--- src/rtl/core/pll_divider_and_fifo_timing_calc_assert.svh ---
// Assertion macros for the clock divider / FIFO timing block.
// Used by modules that clock their checks on clk and reset on rst_n.
`ifndef PLL_DIVIDER_AND_FIFO_TIMING_CALC_ASSERT_SVH
`define PLL_DIVIDER_AND_FIFO_TIMING_CALC_ASSERT_SVH

// antecedent implies consequent in the same cycle
`define PDFT_ASSERT_SAME(label, ante, cons) \
    label: assert property (@(posedge clk) disable iff (!rst_n) (ante) |-> (cons)) \
        else $error("pdft check failed");

// antecedent implies consequent in the next cycle
`define PDFT_ASSERT_NEXT(label, ante, cons) \
    label: assert property (@(posedge clk) disable iff (!rst_n) (ante) |=> (cons)) \
        else $error("pdft check failed");

`endif

--- src/rtl/core/pdft_pkg.sv ---
// Shared types and constants for the clock divider / FIFO timing block.
// No dependencies.
package pdft_pkg;

    localparam int PERIOD_W = 20;
    localparam int BPP_W    = 6;
    localparam int DIVD_W   = 30;
    localparam int CFG_IDX_W = 3;

    localparam logic [CFG_IDX_W-1:0] REG_REFERENCE_PERIOD = 3'd0;
    localparam logic [CFG_IDX_W-1:0] REG_PLL_PERIOD       = 3'd1;
    localparam logic [CFG_IDX_W-1:0] REG_MEMORY_PERIOD    = 3'd2;
    localparam logic [CFG_IDX_W-1:0] REG_SDRAM_MEMORY     = 3'd3;
    localparam logic [CFG_IDX_W-1:0] REG_MEMORY_OVER_1MB  = 3'd4;
    localparam logic [CFG_IDX_W-1:0] REG_FEATURE_MASK     = 3'd5;

    typedef enum logic [1:0] {
        ST_OK        = 2'd0,
        ST_MEM_RANGE = 2'd1,
        ST_PIX_RANGE = 2'd2,
        ST_DOT_CLOCK = 2'd3
    } status_t;

    localparam logic [DIVD_W-1:0] Q_MIN = 30'd128;   // 16 * 8
    localparam logic [DIVD_W-1:0] Q_MAX = 30'd2040;  // 255 * 8
    localparam logic [7:0] GEN_BASE  = 8'h84;
    localparam logic [7:0] GEN_SDRAM = 8'h04;
    localparam logic [28:0] FOFF_BIAS = 29'd192;     // 3 << 6
    localparam logic [9:0] PLL_MULT = 10'd510;

    typedef struct packed {
        logic              start;
        logic [DIVD_W-1:0] dividend;
        logic [PERIOD_W-1:0] divisor;
    } div_req_t;

    typedef struct packed {
        logic              busy;
        logic              done;
        logic [DIVD_W-1:0] quotient;
    } div_stat_t;

endpackage

--- src/rtl/core/pdft_if.sv ---
// Valid/ready channel interfaces for request and result words.
// Depends on pdft_pkg for field widths.
interface pdft_req_if;
    logic                          valid;
    logic                          ready;
    logic [pdft_pkg::PERIOD_W-1:0] pixel_period;
    logic [pdft_pkg::BPP_W-1:0]    bits_per_pixel;

    modport source (output valid, pixel_period, bits_per_pixel, input ready);
    modport sink   (input valid, pixel_period, bits_per_pixel, output ready);
endinterface

interface pdft_rsp_if;
    logic        valid;
    logic        ready;
    logic [1:0]  status;
    logic [7:0]  reference_divider;
    logic [7:0]  memory_feedback_divider;
    logic [7:0]  pixel_feedback_divider;
    logic [1:0]  pixel_post_code;
    logic [7:0]  general_control;
    logic [4:0]  extended_control;
    logic [22:0] fifo_config_word;
    logic [26:0] fifo_on_off_word;

    modport source (output valid, status, reference_divider, memory_feedback_divider,
                    pixel_feedback_divider, pixel_post_code, general_control,
                    extended_control, fifo_config_word, fifo_on_off_word,
                    input ready);
    modport sink   (input valid, status, reference_divider, memory_feedback_divider,
                    pixel_feedback_divider, pixel_post_code, general_control,
                    extended_control, fifo_config_word, fifo_on_off_word,
                    output ready);
endinterface

--- src/rtl/core/pdft_div.sv ---
// Shared radix-4 restoring divider, two quotient bits per cycle.
// Depends on pdft_pkg. Divide by zero gives an all-ones quotient.
module pdft_div (
    input  logic                clk,
    input  logic                rst_n,
    input  pdft_pkg::div_req_t  req,
    output pdft_pkg::div_stat_t stat
);
    import pdft_pkg::*;

    localparam int STEPS = DIVD_W / 2;

    logic [DIVD_W-1:0]   dq_reg;
    logic [PERIOD_W-1:0] rem_reg;
    logic [PERIOD_W-1:0] den_reg;
    logic [3:0]          cnt_reg;
    logic                busy_reg;
    logic                done_reg;

    logic [PERIOD_W:0]   t1, t2;
    logic [PERIOD_W-1:0] r1, r2;
    logic                b1, b2;

    always_comb
    begin
        t1 = {rem_reg, dq_reg[DIVD_W-1]};
        b1 = (t1 >= {1'b0, den_reg});
        r1 = b1 ? PERIOD_W'(t1 - {1'b0, den_reg}) : t1[PERIOD_W-1:0];
        t2 = {r1, dq_reg[DIVD_W-2]};
        b2 = (t2 >= {1'b0, den_reg});
        r2 = b2 ? PERIOD_W'(t2 - {1'b0, den_reg}) : t2[PERIOD_W-1:0];
    end

    always_ff @(posedge clk or negedge rst_n)
    begin
        if (!rst_n)
        begin
            busy_reg <= 1'b0;
            done_reg <= 1'b0;
            cnt_reg  <= '0;
        end
        else
        begin
            done_reg <= 1'b0;
            if (req.start && !busy_reg)
            begin
                busy_reg <= 1'b1;
                cnt_reg  <= '0;
            end
            else if (busy_reg)
            begin
                cnt_reg <= cnt_reg + 4'd1;
                if (cnt_reg == 4'(STEPS - 1))
                begin
                    busy_reg <= 1'b0;
                    done_reg <= 1'b1;
                end
            end
        end
    end

    always_ff @(posedge clk)
    begin
        if (req.start && !busy_reg)
        begin
            dq_reg  <= req.dividend;
            den_reg <= req.divisor;
            rem_reg <= '0;
        end
        else if (busy_reg)
        begin
            dq_reg  <= {dq_reg[DIVD_W-3:0], b1, b2};
            rem_reg <= r2;
        end
    end

    assign stat.busy     = busy_reg;
    assign stat.done     = done_reg;
    assign stat.quotient = dq_reg;

endmodule

--- src/rtl/core/pll_divider_and_fifo_timing_calc.sv ---
// Sequence: without the FIFO unit, three divisions on the shared divider plus two steps (S_NUM,
// S_DONE) from accepted request to result valid; with the FIFO unit a fourth division, a
// leading-one count and the S_DEN and S_CALC steps are added.
// Throughput: one word at a time; a new request is taken only when the sequencer
// is back in idle. The result register lets the next request start while it waits.
// Reset: rst_n asynchronous, active low; config, state, valid and status registers are reset.
module pll_divider_and_fifo_timing_calc (
    input  logic                             clk,
    input  logic                             rst_n,
    pdft_req_if.sink                         req,
    pdft_rsp_if.source                       rsp,
    input  logic                             wr_en,
    input  logic [pdft_pkg::CFG_IDX_W-1:0]   wr_index,
    input  logic [pdft_pkg::PERIOD_W-1:0]    wr_data
);
    import pdft_pkg::*;

    `include "pll_divider_and_fifo_timing_calc_assert.svh"

    typedef enum logic [3:0] {
        S_IDLE, S_DRDIV, S_NUM, S_DMEM, S_DPIX, S_DEN, S_DXPR, S_PREC, S_CALC, S_DONE
    } state_t;

    state_t state_reg;

    logic [PERIOD_W-1:0] ref_per_reg, pll_per_reg, mem_per_reg;
    logic                sdram_reg, over1mb_reg;
    logic [3:0]          feat_reg;

    logic [PERIOD_W-1:0] vper_reg;
    logic [BPP_W-1:0]    bpp_reg;
    logic [7:0]          rdiv_reg, mfb_reg, vfb_reg;
    logic [1:0]          mcode_reg, vcode_reg;
    status_t             status_reg;
    logic [27:0]         xpr_reg;
    logic [21:0]         y_reg;
    logic [4:0]          prec_reg;
    logic [28:0]         fon_reg, foff_reg;
    logic [3:0]          lat_reg;

    logic        out_valid_reg;
    logic [1:0]  o_status_reg;
    logic [7:0]  o_rdiv_reg, o_mfb_reg, o_vfb_reg, o_gen_reg;
    logic [1:0]  o_vcode_reg;
    logic [4:0]  o_ext_reg;
    logic [22:0] o_cfg_reg;
    logic [26:0] o_onoff_reg;

    div_req_t  dreq;
    div_stat_t dstat;

    pdft_div u_div (
        .clk  (clk),
        .rst_n(rst_n),
        .req  (dreq),
        .stat (dstat)
    );

    logic              accept;
    logic [DIVD_W-1:0] q;
    logic              q_ok;
    logic [1:0]        q_code;
    logic [7:0]        q_fb;
    logic [27:0]       ref_prod;
    logic [DIVD_W-1:0] fb_num;
    logic [28:0]       pll_prod;
    logic [27:0]       xpr_num;
    logic [13:0]       vb_prod;
    logic [16:0]       den;
    logic [27:0]       xpr_q;
    logic [31:0]       xpr24;
    logic [21:0]       y_init;
    logic [32:0]       xpr_m;
    logic [28:0]       foff_c;
    logic [3:0]        page, lat;
    logic [28:0]       fon_c;
    logic              out_free;
    logic [28:0]       fon_sh, foff_sh;
    logic [27:0]       xpr_sh;
    logic [7:0]        gen_c;

    assign accept    = req.valid && req.ready;
    assign req.ready = (state_reg == S_IDLE);

    always_comb
    begin
        q    = dstat.quotient;
        q_ok = (q >= Q_MIN) && (q <= Q_MAX);
        if (q < 30'd256)
            q_code = 2'd3;
        else if (q < 30'd512)
            q_code = 2'd2;
        else if (q < 30'd1024)
            q_code = 2'd1;
        else
            q_code = 2'd0;
        // fb = q * post / 8, post = 1 << code
        q_fb = 8'(q >> (~q_code));

        ref_prod = ref_per_reg * rdiv_reg;
        fb_num   = {ref_prod, 2'b00};
        pll_prod = pll_per_reg * PLL_MULT;
        // mfb * vpost * 2^17, vpost = 1 << vcode
        xpr_num  = {mfb_reg, 20'd0} >> (~vcode_reg);
        vb_prod  = vfb_reg * bpp_reg;
        den      = {3'd0, vb_prod} << mcode_reg;

        dreq = '0;
        unique case (state_reg)
            S_IDLE:
            begin
                dreq.start    = accept;
                dreq.dividend = {1'b0, pll_prod};
                dreq.divisor  = ref_per_reg;
            end
            S_NUM:
            begin
                dreq.start    = 1'b1;
                dreq.dividend = fb_num;
                dreq.divisor  = mem_per_reg;
            end
            S_DMEM:
            begin
                dreq.start    = dstat.done && q_ok;
                dreq.dividend = fb_num;
                dreq.divisor  = vper_reg;
            end
            S_DEN:
            begin
                dreq.start    = (bpp_reg != '0);
                dreq.dividend = {2'b00, xpr_num};
                dreq.divisor  = {3'd0, den};
            end
            default:
            begin
                dreq = '0;
            end
        endcase
    end

    always_comb
    begin
        xpr_q  = q[27:0];
        xpr24  = {xpr_q, 4'd0} + {1'b0, xpr_q, 3'd0};
        y_init = feat_reg[0] ? {1'b0, xpr24[31:11]} : xpr_q[27:6];

        xpr_m  = feat_reg[0] ? {1'b0, xpr24} - {5'd0, xpr_reg}
                             : {xpr_reg, 5'd0} - {5'd0, xpr_reg};
        foff_c = {1'b0, xpr_m[32:5]} + FOFF_BIAS;

        if (over1mb_reg)
        begin
            lat  = sdram_reg ? 4'd8 : 4'd6;
            page = sdram_reg ? 4'd8 : 4'd9;
        end
        else
        begin
            lat  = sdram_reg ? 4'd9 : 4'd8;
            page = 4'd10;
        end
        if (xpr_reg >= {13'd0, page, 11'd0} )
            fon_c = {18'd0, ({page, 1'b1} ), 6'd0} + {6'd0, xpr_reg[27:5]};
        else
            fon_c = {17'd0, (6'({page, 1'b0}) + 6'(page) + 6'd2), 6'd0};

        out_free = !out_valid_reg || rsp.ready;
        fon_sh   = fon_reg >> prec_reg;
        foff_sh  = foff_reg >> prec_reg;
        xpr_sh   = xpr_reg >> prec_reg;
        gen_c    = ((feat_reg[2] && sdram_reg) ? GEN_SDRAM : GEN_BASE) | {2'b00, mcode_reg, 4'd0};
    end

    always_ff @(posedge clk or negedge rst_n)
    begin
        if (!rst_n)
        begin
            ref_per_reg <= 20'd69841;
            pll_per_reg <= 20'd7200;
            mem_per_reg <= 20'd16667;
            sdram_reg   <= 1'b0;
            over1mb_reg <= 1'b0;
            feat_reg    <= 4'd0;
        end
        else if (wr_en)
        begin
            unique case (wr_index)
                REG_REFERENCE_PERIOD: ref_per_reg <= wr_data;
                REG_PLL_PERIOD:       pll_per_reg <= wr_data;
                REG_MEMORY_PERIOD:    mem_per_reg <= wr_data;
                REG_SDRAM_MEMORY:     sdram_reg   <= wr_data[0];
                REG_MEMORY_OVER_1MB:  over1mb_reg <= wr_data[0];
                REG_FEATURE_MASK:     feat_reg    <= wr_data[3:0];
                default: ;
            endcase
        end
    end

    always_ff @(posedge clk or negedge rst_n)
    begin
        if (!rst_n)
        begin
            state_reg     <= S_IDLE;
            out_valid_reg <= 1'b0;
            status_reg    <= ST_OK;
        end
        else
        begin
            if (state_reg == S_DONE && out_free)
                out_valid_reg <= 1'b1;
            else if (rsp.ready)
                out_valid_reg <= 1'b0;
            unique case (state_reg)
                S_IDLE:
                begin
                    if (accept)
                    begin
                        vper_reg   <= req.pixel_period;
                        bpp_reg    <= req.bits_per_pixel;
                        status_reg <= ST_OK;
                        state_reg  <= S_DRDIV;
                    end
                end
                S_DRDIV:
                begin
                    if (dstat.done)
                    begin
                        rdiv_reg  <= q[7:0];
                        state_reg <= S_NUM;
                    end
                end
                S_NUM:
                begin
                    state_reg <= S_DMEM;
                end
                S_DMEM:
                begin
                    if (dstat.done)
                    begin
                        mcode_reg <= q_code;
                        mfb_reg   <= q_fb;
                        if (q_ok)
                            state_reg <= S_DPIX;
                        else
                        begin
                            status_reg <= ST_MEM_RANGE;
                            state_reg  <= S_DONE;
                        end
                    end
                end
                S_DPIX:
                begin
                    if (dstat.done)
                    begin
                        vcode_reg <= q_code;
                        vfb_reg   <= q_fb;
                        if (!q_ok)
                        begin
                            status_reg <= ST_PIX_RANGE;
                            state_reg  <= S_DONE;
                        end
                        else if (feat_reg[1])
                            state_reg <= S_DEN;
                        else
                            state_reg <= S_DONE;
                    end
                end
                S_DEN:
                begin
                    if (bpp_reg == '0)
                    begin
                        status_reg <= ST_DOT_CLOCK;
                        state_reg  <= S_DONE;
                    end
                    else
                        state_reg <= S_DXPR;
                end
                S_DXPR:
                begin
                    if (dstat.done)
                    begin
                        xpr_reg  <= xpr_q;
                        y_reg    <= y_init;
                        prec_reg <= '0;
                        if (q < 30'd2048)
                        begin
                            status_reg <= ST_DOT_CLOCK;
                            state_reg  <= S_DONE;
                        end
                        else
                            state_reg <= S_PREC;
                    end
                end
                S_PREC:
                begin
                    // bit length of y, one bit per cycle
                    if (y_reg != '0)
                    begin
                        y_reg    <= y_reg >> 1;
                        prec_reg <= prec_reg + 5'd1;
                    end
                    else
                    begin
                        prec_reg  <= prec_reg - 5'd5;
                        state_reg <= S_CALC;
                    end
                end
                S_CALC:
                begin
                    foff_reg  <= foff_c;
                    fon_reg   <= fon_c;
                    lat_reg   <= (feat_reg[0] ? 4'd0 : 4'd2) + lat;
                    state_reg <= S_DONE;
                end
                S_DONE:
                begin
                    if (out_free)
                    begin
                        o_status_reg  <= status_reg;
                        state_reg     <= S_IDLE;
                        if (status_reg != ST_OK)
                        begin
                            o_rdiv_reg  <= '0;
                            o_mfb_reg   <= '0;
                            o_vfb_reg   <= '0;
                            o_vcode_reg <= '0;
                            o_gen_reg   <= '0;
                            o_ext_reg   <= '0;
                            o_cfg_reg   <= '0;
                            o_onoff_reg <= '0;
                        end
                        else
                        begin
                            o_rdiv_reg  <= rdiv_reg;
                            o_mfb_reg   <= mfb_reg;
                            o_vfb_reg   <= vfb_reg;
                            o_vcode_reg <= vcode_reg;
                            o_gen_reg   <= gen_c;
                            o_ext_reg   <= feat_reg[3] ? 5'd0 : {3'd0, mcode_reg};
                            if (feat_reg[1])
                            begin
                                o_cfg_reg   <= {prec_reg[2:0], lat_reg, 2'b00, xpr_sh[13:0]};
                                o_onoff_reg <= {foff_sh[10:0], 5'd0, fon_sh[10:0]};
                            end
                            else
                            begin
                                o_cfg_reg   <= '0;
                                o_onoff_reg <= '0;
                            end
                        end
                    end
                end
                default:
                begin
                    state_reg <= S_IDLE;
                end
            endcase
        end
    end

    assign rsp.valid                   = out_valid_reg;
    assign rsp.status                  = o_status_reg;
    assign rsp.reference_divider       = o_rdiv_reg;
    assign rsp.memory_feedback_divider = o_mfb_reg;
    assign rsp.pixel_feedback_divider  = o_vfb_reg;
    assign rsp.pixel_post_code         = o_vcode_reg;
    assign rsp.general_control         = o_gen_reg;
    assign rsp.extended_control        = o_ext_reg;
    assign rsp.fifo_config_word        = o_cfg_reg;
    assign rsp.fifo_on_off_word        = o_onoff_reg;

    `PDFT_ASSERT_SAME(a_idle_div_free, state_reg == S_IDLE, !dstat.busy)
    `PDFT_ASSERT_SAME(a_done_in_wait, dstat.done,
        state_reg == S_DRDIV || state_reg == S_DMEM || state_reg == S_DPIX || state_reg == S_DXPR)
    `PDFT_ASSERT_SAME(a_err_zero, out_valid_reg && o_status_reg != ST_OK,
        o_rdiv_reg == '0 && o_cfg_reg == '0 && o_onoff_reg == '0 && o_gen_reg == '0)
    `PDFT_ASSERT_NEXT(a_done_result, state_reg == S_DONE && out_free, out_valid_reg)

endmodule
--- src/flat_wrapper.sv ---
// flat-port wrapper written by rule: the top's interface ports become plain ports
module pll_divider_and_fifo_timing_calc_flat import pdft_pkg::*;
  (clk, rst_n, wr_en, wr_index, wr_data, req_valid, req_pixel_period, req_bits_per_pixel, req_ready, rsp_valid, rsp_status, rsp_reference_divider, rsp_memory_feedback_divider, rsp_pixel_feedback_divider, rsp_pixel_post_code, rsp_general_control, rsp_extended_control, rsp_fifo_config_word, rsp_fifo_on_off_word, rsp_ready);
  pdft_req_if req_i ();
  pdft_rsp_if rsp_i ();
  input  logic clk;
  input  logic rst_n;
  input  logic wr_en;
  input  logic [pdft_pkg::CFG_IDX_W-1:0] wr_index;
  input  logic [pdft_pkg::PERIOD_W-1:0] wr_data;
  input wire logic [$bits(req_i.valid)-1:0] req_valid;
  input wire logic [$bits(req_i.pixel_period)-1:0] req_pixel_period;
  input wire logic [$bits(req_i.bits_per_pixel)-1:0] req_bits_per_pixel;
  output wire logic [$bits(req_i.ready)-1:0] req_ready;
  output wire logic [$bits(rsp_i.valid)-1:0] rsp_valid;
  output wire logic [$bits(rsp_i.status)-1:0] rsp_status;
  output wire logic [$bits(rsp_i.reference_divider)-1:0] rsp_reference_divider;
  output wire logic [$bits(rsp_i.memory_feedback_divider)-1:0] rsp_memory_feedback_divider;
  output wire logic [$bits(rsp_i.pixel_feedback_divider)-1:0] rsp_pixel_feedback_divider;
  output wire logic [$bits(rsp_i.pixel_post_code)-1:0] rsp_pixel_post_code;
  output wire logic [$bits(rsp_i.general_control)-1:0] rsp_general_control;
  output wire logic [$bits(rsp_i.extended_control)-1:0] rsp_extended_control;
  output wire logic [$bits(rsp_i.fifo_config_word)-1:0] rsp_fifo_config_word;
  output wire logic [$bits(rsp_i.fifo_on_off_word)-1:0] rsp_fifo_on_off_word;
  input wire logic [$bits(rsp_i.ready)-1:0] rsp_ready;
  assign req_i.valid = req_valid;
  assign req_i.pixel_period = req_pixel_period;
  assign req_i.bits_per_pixel = req_bits_per_pixel;
  assign req_ready = req_i.ready;
  assign rsp_valid = rsp_i.valid;
  assign rsp_status = rsp_i.status;
  assign rsp_reference_divider = rsp_i.reference_divider;
  assign rsp_memory_feedback_divider = rsp_i.memory_feedback_divider;
  assign rsp_pixel_feedback_divider = rsp_i.pixel_feedback_divider;
  assign rsp_pixel_post_code = rsp_i.pixel_post_code;
  assign rsp_general_control = rsp_i.general_control;
  assign rsp_extended_control = rsp_i.extended_control;
  assign rsp_fifo_config_word = rsp_i.fifo_config_word;
  assign rsp_fifo_on_off_word = rsp_i.fifo_on_off_word;
  assign rsp_i.ready = rsp_ready;
  pll_divider_and_fifo_timing_calc u_core (.clk(clk), .rst_n(rst_n), .req(req_i), .rsp(rsp_i), .wr_en(wr_en), .wr_index(wr_index), .wr_data(wr_data));
endmodule
--- config.mk ---
export PLATFORM = sky130hd
export DESIGN_NAME = pll_divider_and_fifo_timing_calc_flat
export DESIGN_NICKNAME = d
export VERILOG_FILES = /design/src/rtl/core/pdft_pkg.sv /design/src/rtl/core/pdft_if.sv /design/src/rtl/core/pdft_div.sv /design/src/rtl/core/pll_divider_and_fifo_timing_calc.sv /design/src/flat_wrapper.sv
export VERILOG_INCLUDE_DIRS = /design/src /design/src/rtl/core
export SDC_FILE = /design/constraint.sdc
export NUM_CORES = 2
export LEC_CHECK = 0
export BUFFER_PORTS_ARGS = -buffer_cell sky130_fd_sc_hd__buf_2
export CAP_MARGIN = 30
export CORE_MARGIN = 2
export CORE_UTILIZATION = 39
export CTS_CLUSTER_SIZE = 8
export DETAILED_ROUTE_END_ITERATION = 8
export PLACE_DENSITY = 0.61
export SLEW_MARGIN = 20
export SYNTH_ARGS = -nofsm -noshare
export SYNTH_HDL_FRONTEND = slang
export SYNTH_SLANG_ARGS = --single-unit
--- constraint.sdc ---
create_clock -name clk -period 14.4 [get_ports clk]
set_clock_uncertainty 0.2 [all_clocks]
set_input_delay 2.16 -clock clk [delete_from_list [all_inputs] [get_ports clk]]
set_output_delay 2.16 -clock clk [all_outputs]
set_load 0.02 [all_outputs]
* Yosys cells after proc, flatten, opt, wreduce, memory -nomap -nowiden
Index checks and enable logic that the tools add are counted.
Operators by class: muxes and demuxes 56, bitwise operators 4, shift-type cells 6, reduce and logical (&&, ||, !) cells 38, magnitude comparators 9, $mul 3, eq/ne operators 27, add/subtract/negate cells 13
Operators by type and width (number):
- $pmux 51 s4 | 1
- $mux 4 | 17
- $mux 22 | 3
- $mux 30 | 2
- $pmux 22 s2 | 1
- $ge 21x20->1 | 2
- $mux 20 | 2
- $pmux 4 s10 | 1
- $sub 20x20->20 | 2
- $mux 33 | 1
- $sub 32x28->33 | 1
- $sub 33x28->33 | 1
- $add 32x31->32 | 1
- $ge 30x8->1 const B | 1
- $le 30x11->1 const B | 1
- $lt 30x10->1 const B | 1
- $lt 30x11->1 const B | 1
- $lt 30x12->1 const B | 1
- $lt 30x9->1 const B | 1
- $shr 30x2->8 | 1
- $add 28x8->29 const B | 1
- $shr 29x5->11 | 1
- $ge 28x15->1 | 1
- $mul 20x8->28 | 1
- other kinds (48) | 110
Word-level totals: input bits 54, register bits after elaboration 406

* Depth between registers and ports, before layout
word-level depth 6, depth in mapped cells 26, gate-level depth less buffers 25

* Cells and area by module
Synthesis repeated with hierarchy kept, for this count alone.
Unflattened totals: cells, all modules 3579, area, all modules 35753.0 um^2
By module, submodules not included:
- pll_divider_and_fifo_timing_calc | area each 30568.1 um^2, cells each 3071, times used 1
- pdft_div | area each 5185.0 um^2, cells each 508, times used 1

* Worst setup path after synthesis
No wires, ideal clock.
kind input to register, start in rst_n, end reg u_core.foff_reg[0] (enable), data required time 13.567 ns, data arrival time 7.955 ns, stages 1, setup time 0.633 ns, path slack 5.612 ns, path buffers 0, cells stage by stage nor4b_1
On the way: longest elaborated chain between the ends 1
RTL lines:
- start: declaration | RTL line flat_wrapper.sv:7 | input logic rst_n;
- $reduce_and 2->1 (no line)
- end signal: assignment | RTL line pll_divider_and_fifo_timing_calc.sv:309 | foff_reg <= foff_c;
- end: declaration | RTL line pll_divider_and_fifo_timing_calc.sv:38 | logic [28:0] fon_reg, foff_reg;
No other way between the ends. A chain may end at the register's enable or synchronous reset.

* Final worst setup path
start reg u_core.u_div.den_reg[1], end reg u_core.u_div.rem_reg[1]
On the way: longest elaborated chain between the ends 4
RTL lines:
- start: declaration | RTL line pdft_div.sv:15 | logic [PERIOD_W-1:0] den_reg;
- start signal: assignment | RTL line pdft_div.sv:67 | den_reg <= req.divisor;
- $ge 21x20->1 or $sub 20x20->20 (tied branches) | RTL line pdft_div.sv:27, pdft_div.sv:28
- $mux 20 | RTL line pdft_div.sv:28 | r1 = b1 ? PERIOD_W'(t1 - {1'b0, den_reg}) : t1[PERIOD_W-1:0];
- $sub 20x20->20 or $ge 21x20->1 (tied branches) | RTL line pdft_div.sv:31, pdft_div.sv:30
- $mux 20 (*) | RTL line pdft_div.sv:31 | r2 = b2 ? PERIOD_W'(t2 - {1'b0, den_reg}) : t2[PERIOD_W-1:0];
- end signal: assignment | RTL line pdft_div.sv:73 | rem_reg <= r2;
- end: declaration | RTL line pdft_div.sv:14 | logic [PERIOD_W-1:0] rem_reg;
Every way passes the cells marked *; elsewhere a longest branch is shown, timed or not.

==> impl_results.md <==
- Status: complete, no violations
- Worst Hold Class: reg2reg
- HPWL after DPL: ~80 mm
- First-pass GRT wire length: 160 mm
- Pre-Repair DR Iteration Count: 6
- Avg Inst Size Synth: 9.74 um^2
- Top delay family on crit path: compound AO/OA/AOI/OAI gates
- Critical Path AT: 6930 ps
- Ys flop type: edfxtp_1
- Max Cap Viol: 0
- Share of cells above drive strength 1: 12.0%
- Htree depth: 2
- Cts repair resizes: 0
- Global route overflow: 0
- Num Clock Sinks: 392
- RSZ-0062 raised after global routing: false
- CTS root buf: clkbuf_16
- Least-Margin Pin Slew: 1040 ps
- Worst-Skew Late Latency: about 630 ps
- Register bit total from synthesis: 392
- Final hold slack: 289 ps
- Slew Viols, Final: 0
- DRC: 0
- Total GRT Usage: 21.9%
- Largest stage delay, worst path: 420 ps
- WL/cell: 21.0 um
- I/O pins: about 150
- Cts bufs inserted: 56
- FMAX: 152 MHz
- Final Core Density: between 40% and 50%
- GP Congestion: 0.941
- Top cell by count, worst path: o21ai_0
- Clk buf depth: 3
- Sequential-to-total area share from yosys stat: between 30% and 40%
- DRT Wirelength: around 100 mm
- Num rows: 110
- Slowest cell on crit path: mux2_2
- Reg clk slew, reported paths: about 60 ps
- Number of global-route vias before repair: 26.9k
- # nets final: 4257
- EDFF count, synth: 293
- Synthesis-to-finish area growth: 9.85%
- Crit path launch type: register
- Max reg flops: 30
- Layout fillers: 8727
- # port buffers: 132
- Pin count of the biggest net entering global routing: 80
- Total die area: 0.0938 mm^2
- Crit Path Max Fanout: 31
- Mapped Cells: 3658
- CTS Hold Buffers Added: 0
- Distinct cells, synth: between 100 and 150
- Core ar.: 0.0903 mm^2
- Most common cell after layout, fill and taps aside: inv_1
- Hold Fails Final Rpt: 0
- Initial antenna violation count: 2
- Die Ht: 306 um
- Setup bufs post-CTS: 0
- ANT nets after route: 0
- Req. time, crit path: 14740 ps
- Critical path type: reg2reg
- CP Buf/Inv Count: 4
- Starting Density: 39.5%
- Tmin final: 6590 ps
- Vias/cell: 5.54
- Post-route cell area: about 0.039 mm^2
- Period Utilization, post-route: 45.8%
- Initial drt markers: 2359
- Placed Area: 0.0375 mm^2
- Final TNS setup: 0 ps
- # diodes: 0
- Slew HR: 30.9%
- Worst setup EP type: register
- Via count: 27.4k
- CTS tree: built
- Leading cell types in the layout, fill and taps excluded: inv_1 (433), nand2_1 (301), edfxtp_1 (293), ha_1 (248), fa_1 (228)
- Die width: roughly 300 um
- Synth warnings: 0
- Final setup viols: 0
- Synth Cell Area: approximately 0.036 mm^2
- Post-synth ARST share: 20.2%
[routing by layer]
layer | share of wire [%] | GRT usage, % | wire [um]
met3 | 8.5 | 5.05 | 8790
met4 | 2.9 | 6.82 | 3040
met1 | 46 | 31.4 | 47100
met2 | 43 | 32.9 | 44600
met5 | 0 | 0 | 0
[worst min-delay path, stage by stage, from the launching register on]
cell and delay, ps:
dfxtp_1 320, nand2_1 50, o21ai_0 60
[synthesized netlist by cell type (all sizes together) (64+ instances only)]
master	count	area, um^2
mux2	94	1060
mux2i	79	791
nand3	64	325
clkbuf	137	551
o21ai	182	911
inv	436	1640
ha	248	3100
nor2	224	841
fa	228	4560
nand2	301	1130
a21oi	209	1050
and2	210	1310
xnor2	120	1050
edfxtp	293	8800
[cells by family (layout without fill, tap and decap cells)]
logic type | Yosys count | after routing | share of synthesized area, %
flip-flops | 392 | 392 | 31.4
XOR/XNOR | 167 | 167 | 4.10
AND/OR/NAND/NOR | 1032 | 1032 | 14.4
adder cells (fa/ha/maj) | 476 | 476 | 21.5
AO/OA/AOI/OAI | 759 | 759 | 13.9
other | 1 | 14 | 0.0105
buffers and inverters | 615 | 707 | 6.77
multiplexers | 216 | 216 | 7.91
[final timing paths]
kind                                          from                 endpoint  slack, ps  cells past startpoint
max                        u_core.u_div.den_reg[1]  u_core.u_div.rem_reg[1]       7810                     26
min                        u_core.u_div.rem_reg[6]  u_core.u_div.rem_reg[6]        290                      2
max reg2reg                u_core.u_div.den_reg[1]  u_core.u_div.rem_reg[1]       7810                     26
min reg2reg                u_core.u_div.rem_reg[6]  u_core.u_div.rem_reg[6]        290                      2
max in group asynchronous                    rst_n   u_core.pll_per_reg[17]      11540                      2
min in group asynchronous                    rst_n         u_core.rsp.valid       1310                      1
[per-stage QoR]
stage	worst slack, ps	std cells
floorplan	5610	3671
global placement	8010	4836
detailed placement	7900	4839
CTS	7870	4933
global route	7250	4939
finish	7810	4939
[cell type report]
| type | count | area [um^2] | share of cell area (%) |
|---|---|---|---|
| Clock buffer | 93 | 1620 | 4.14 |
| Clock inverter | 1 | 20.0 | 0.0511 |
| Inverter | 437 | 1640 | 4.19 |
| Multi-Input combinational cell | 2664 | 22200 | 56.7 |
| Sequential cell | 392 | 11200 | 28.6 |
| Tap cell | 1176 | 1470 | 3.76 |
| Timing Repair Buffer | 176 | 1010 | 2.59 |
Power is left out: the tool's default activity adds up to more than one toggle a clock period on the data nets, which glitch-free logic cannot reach.
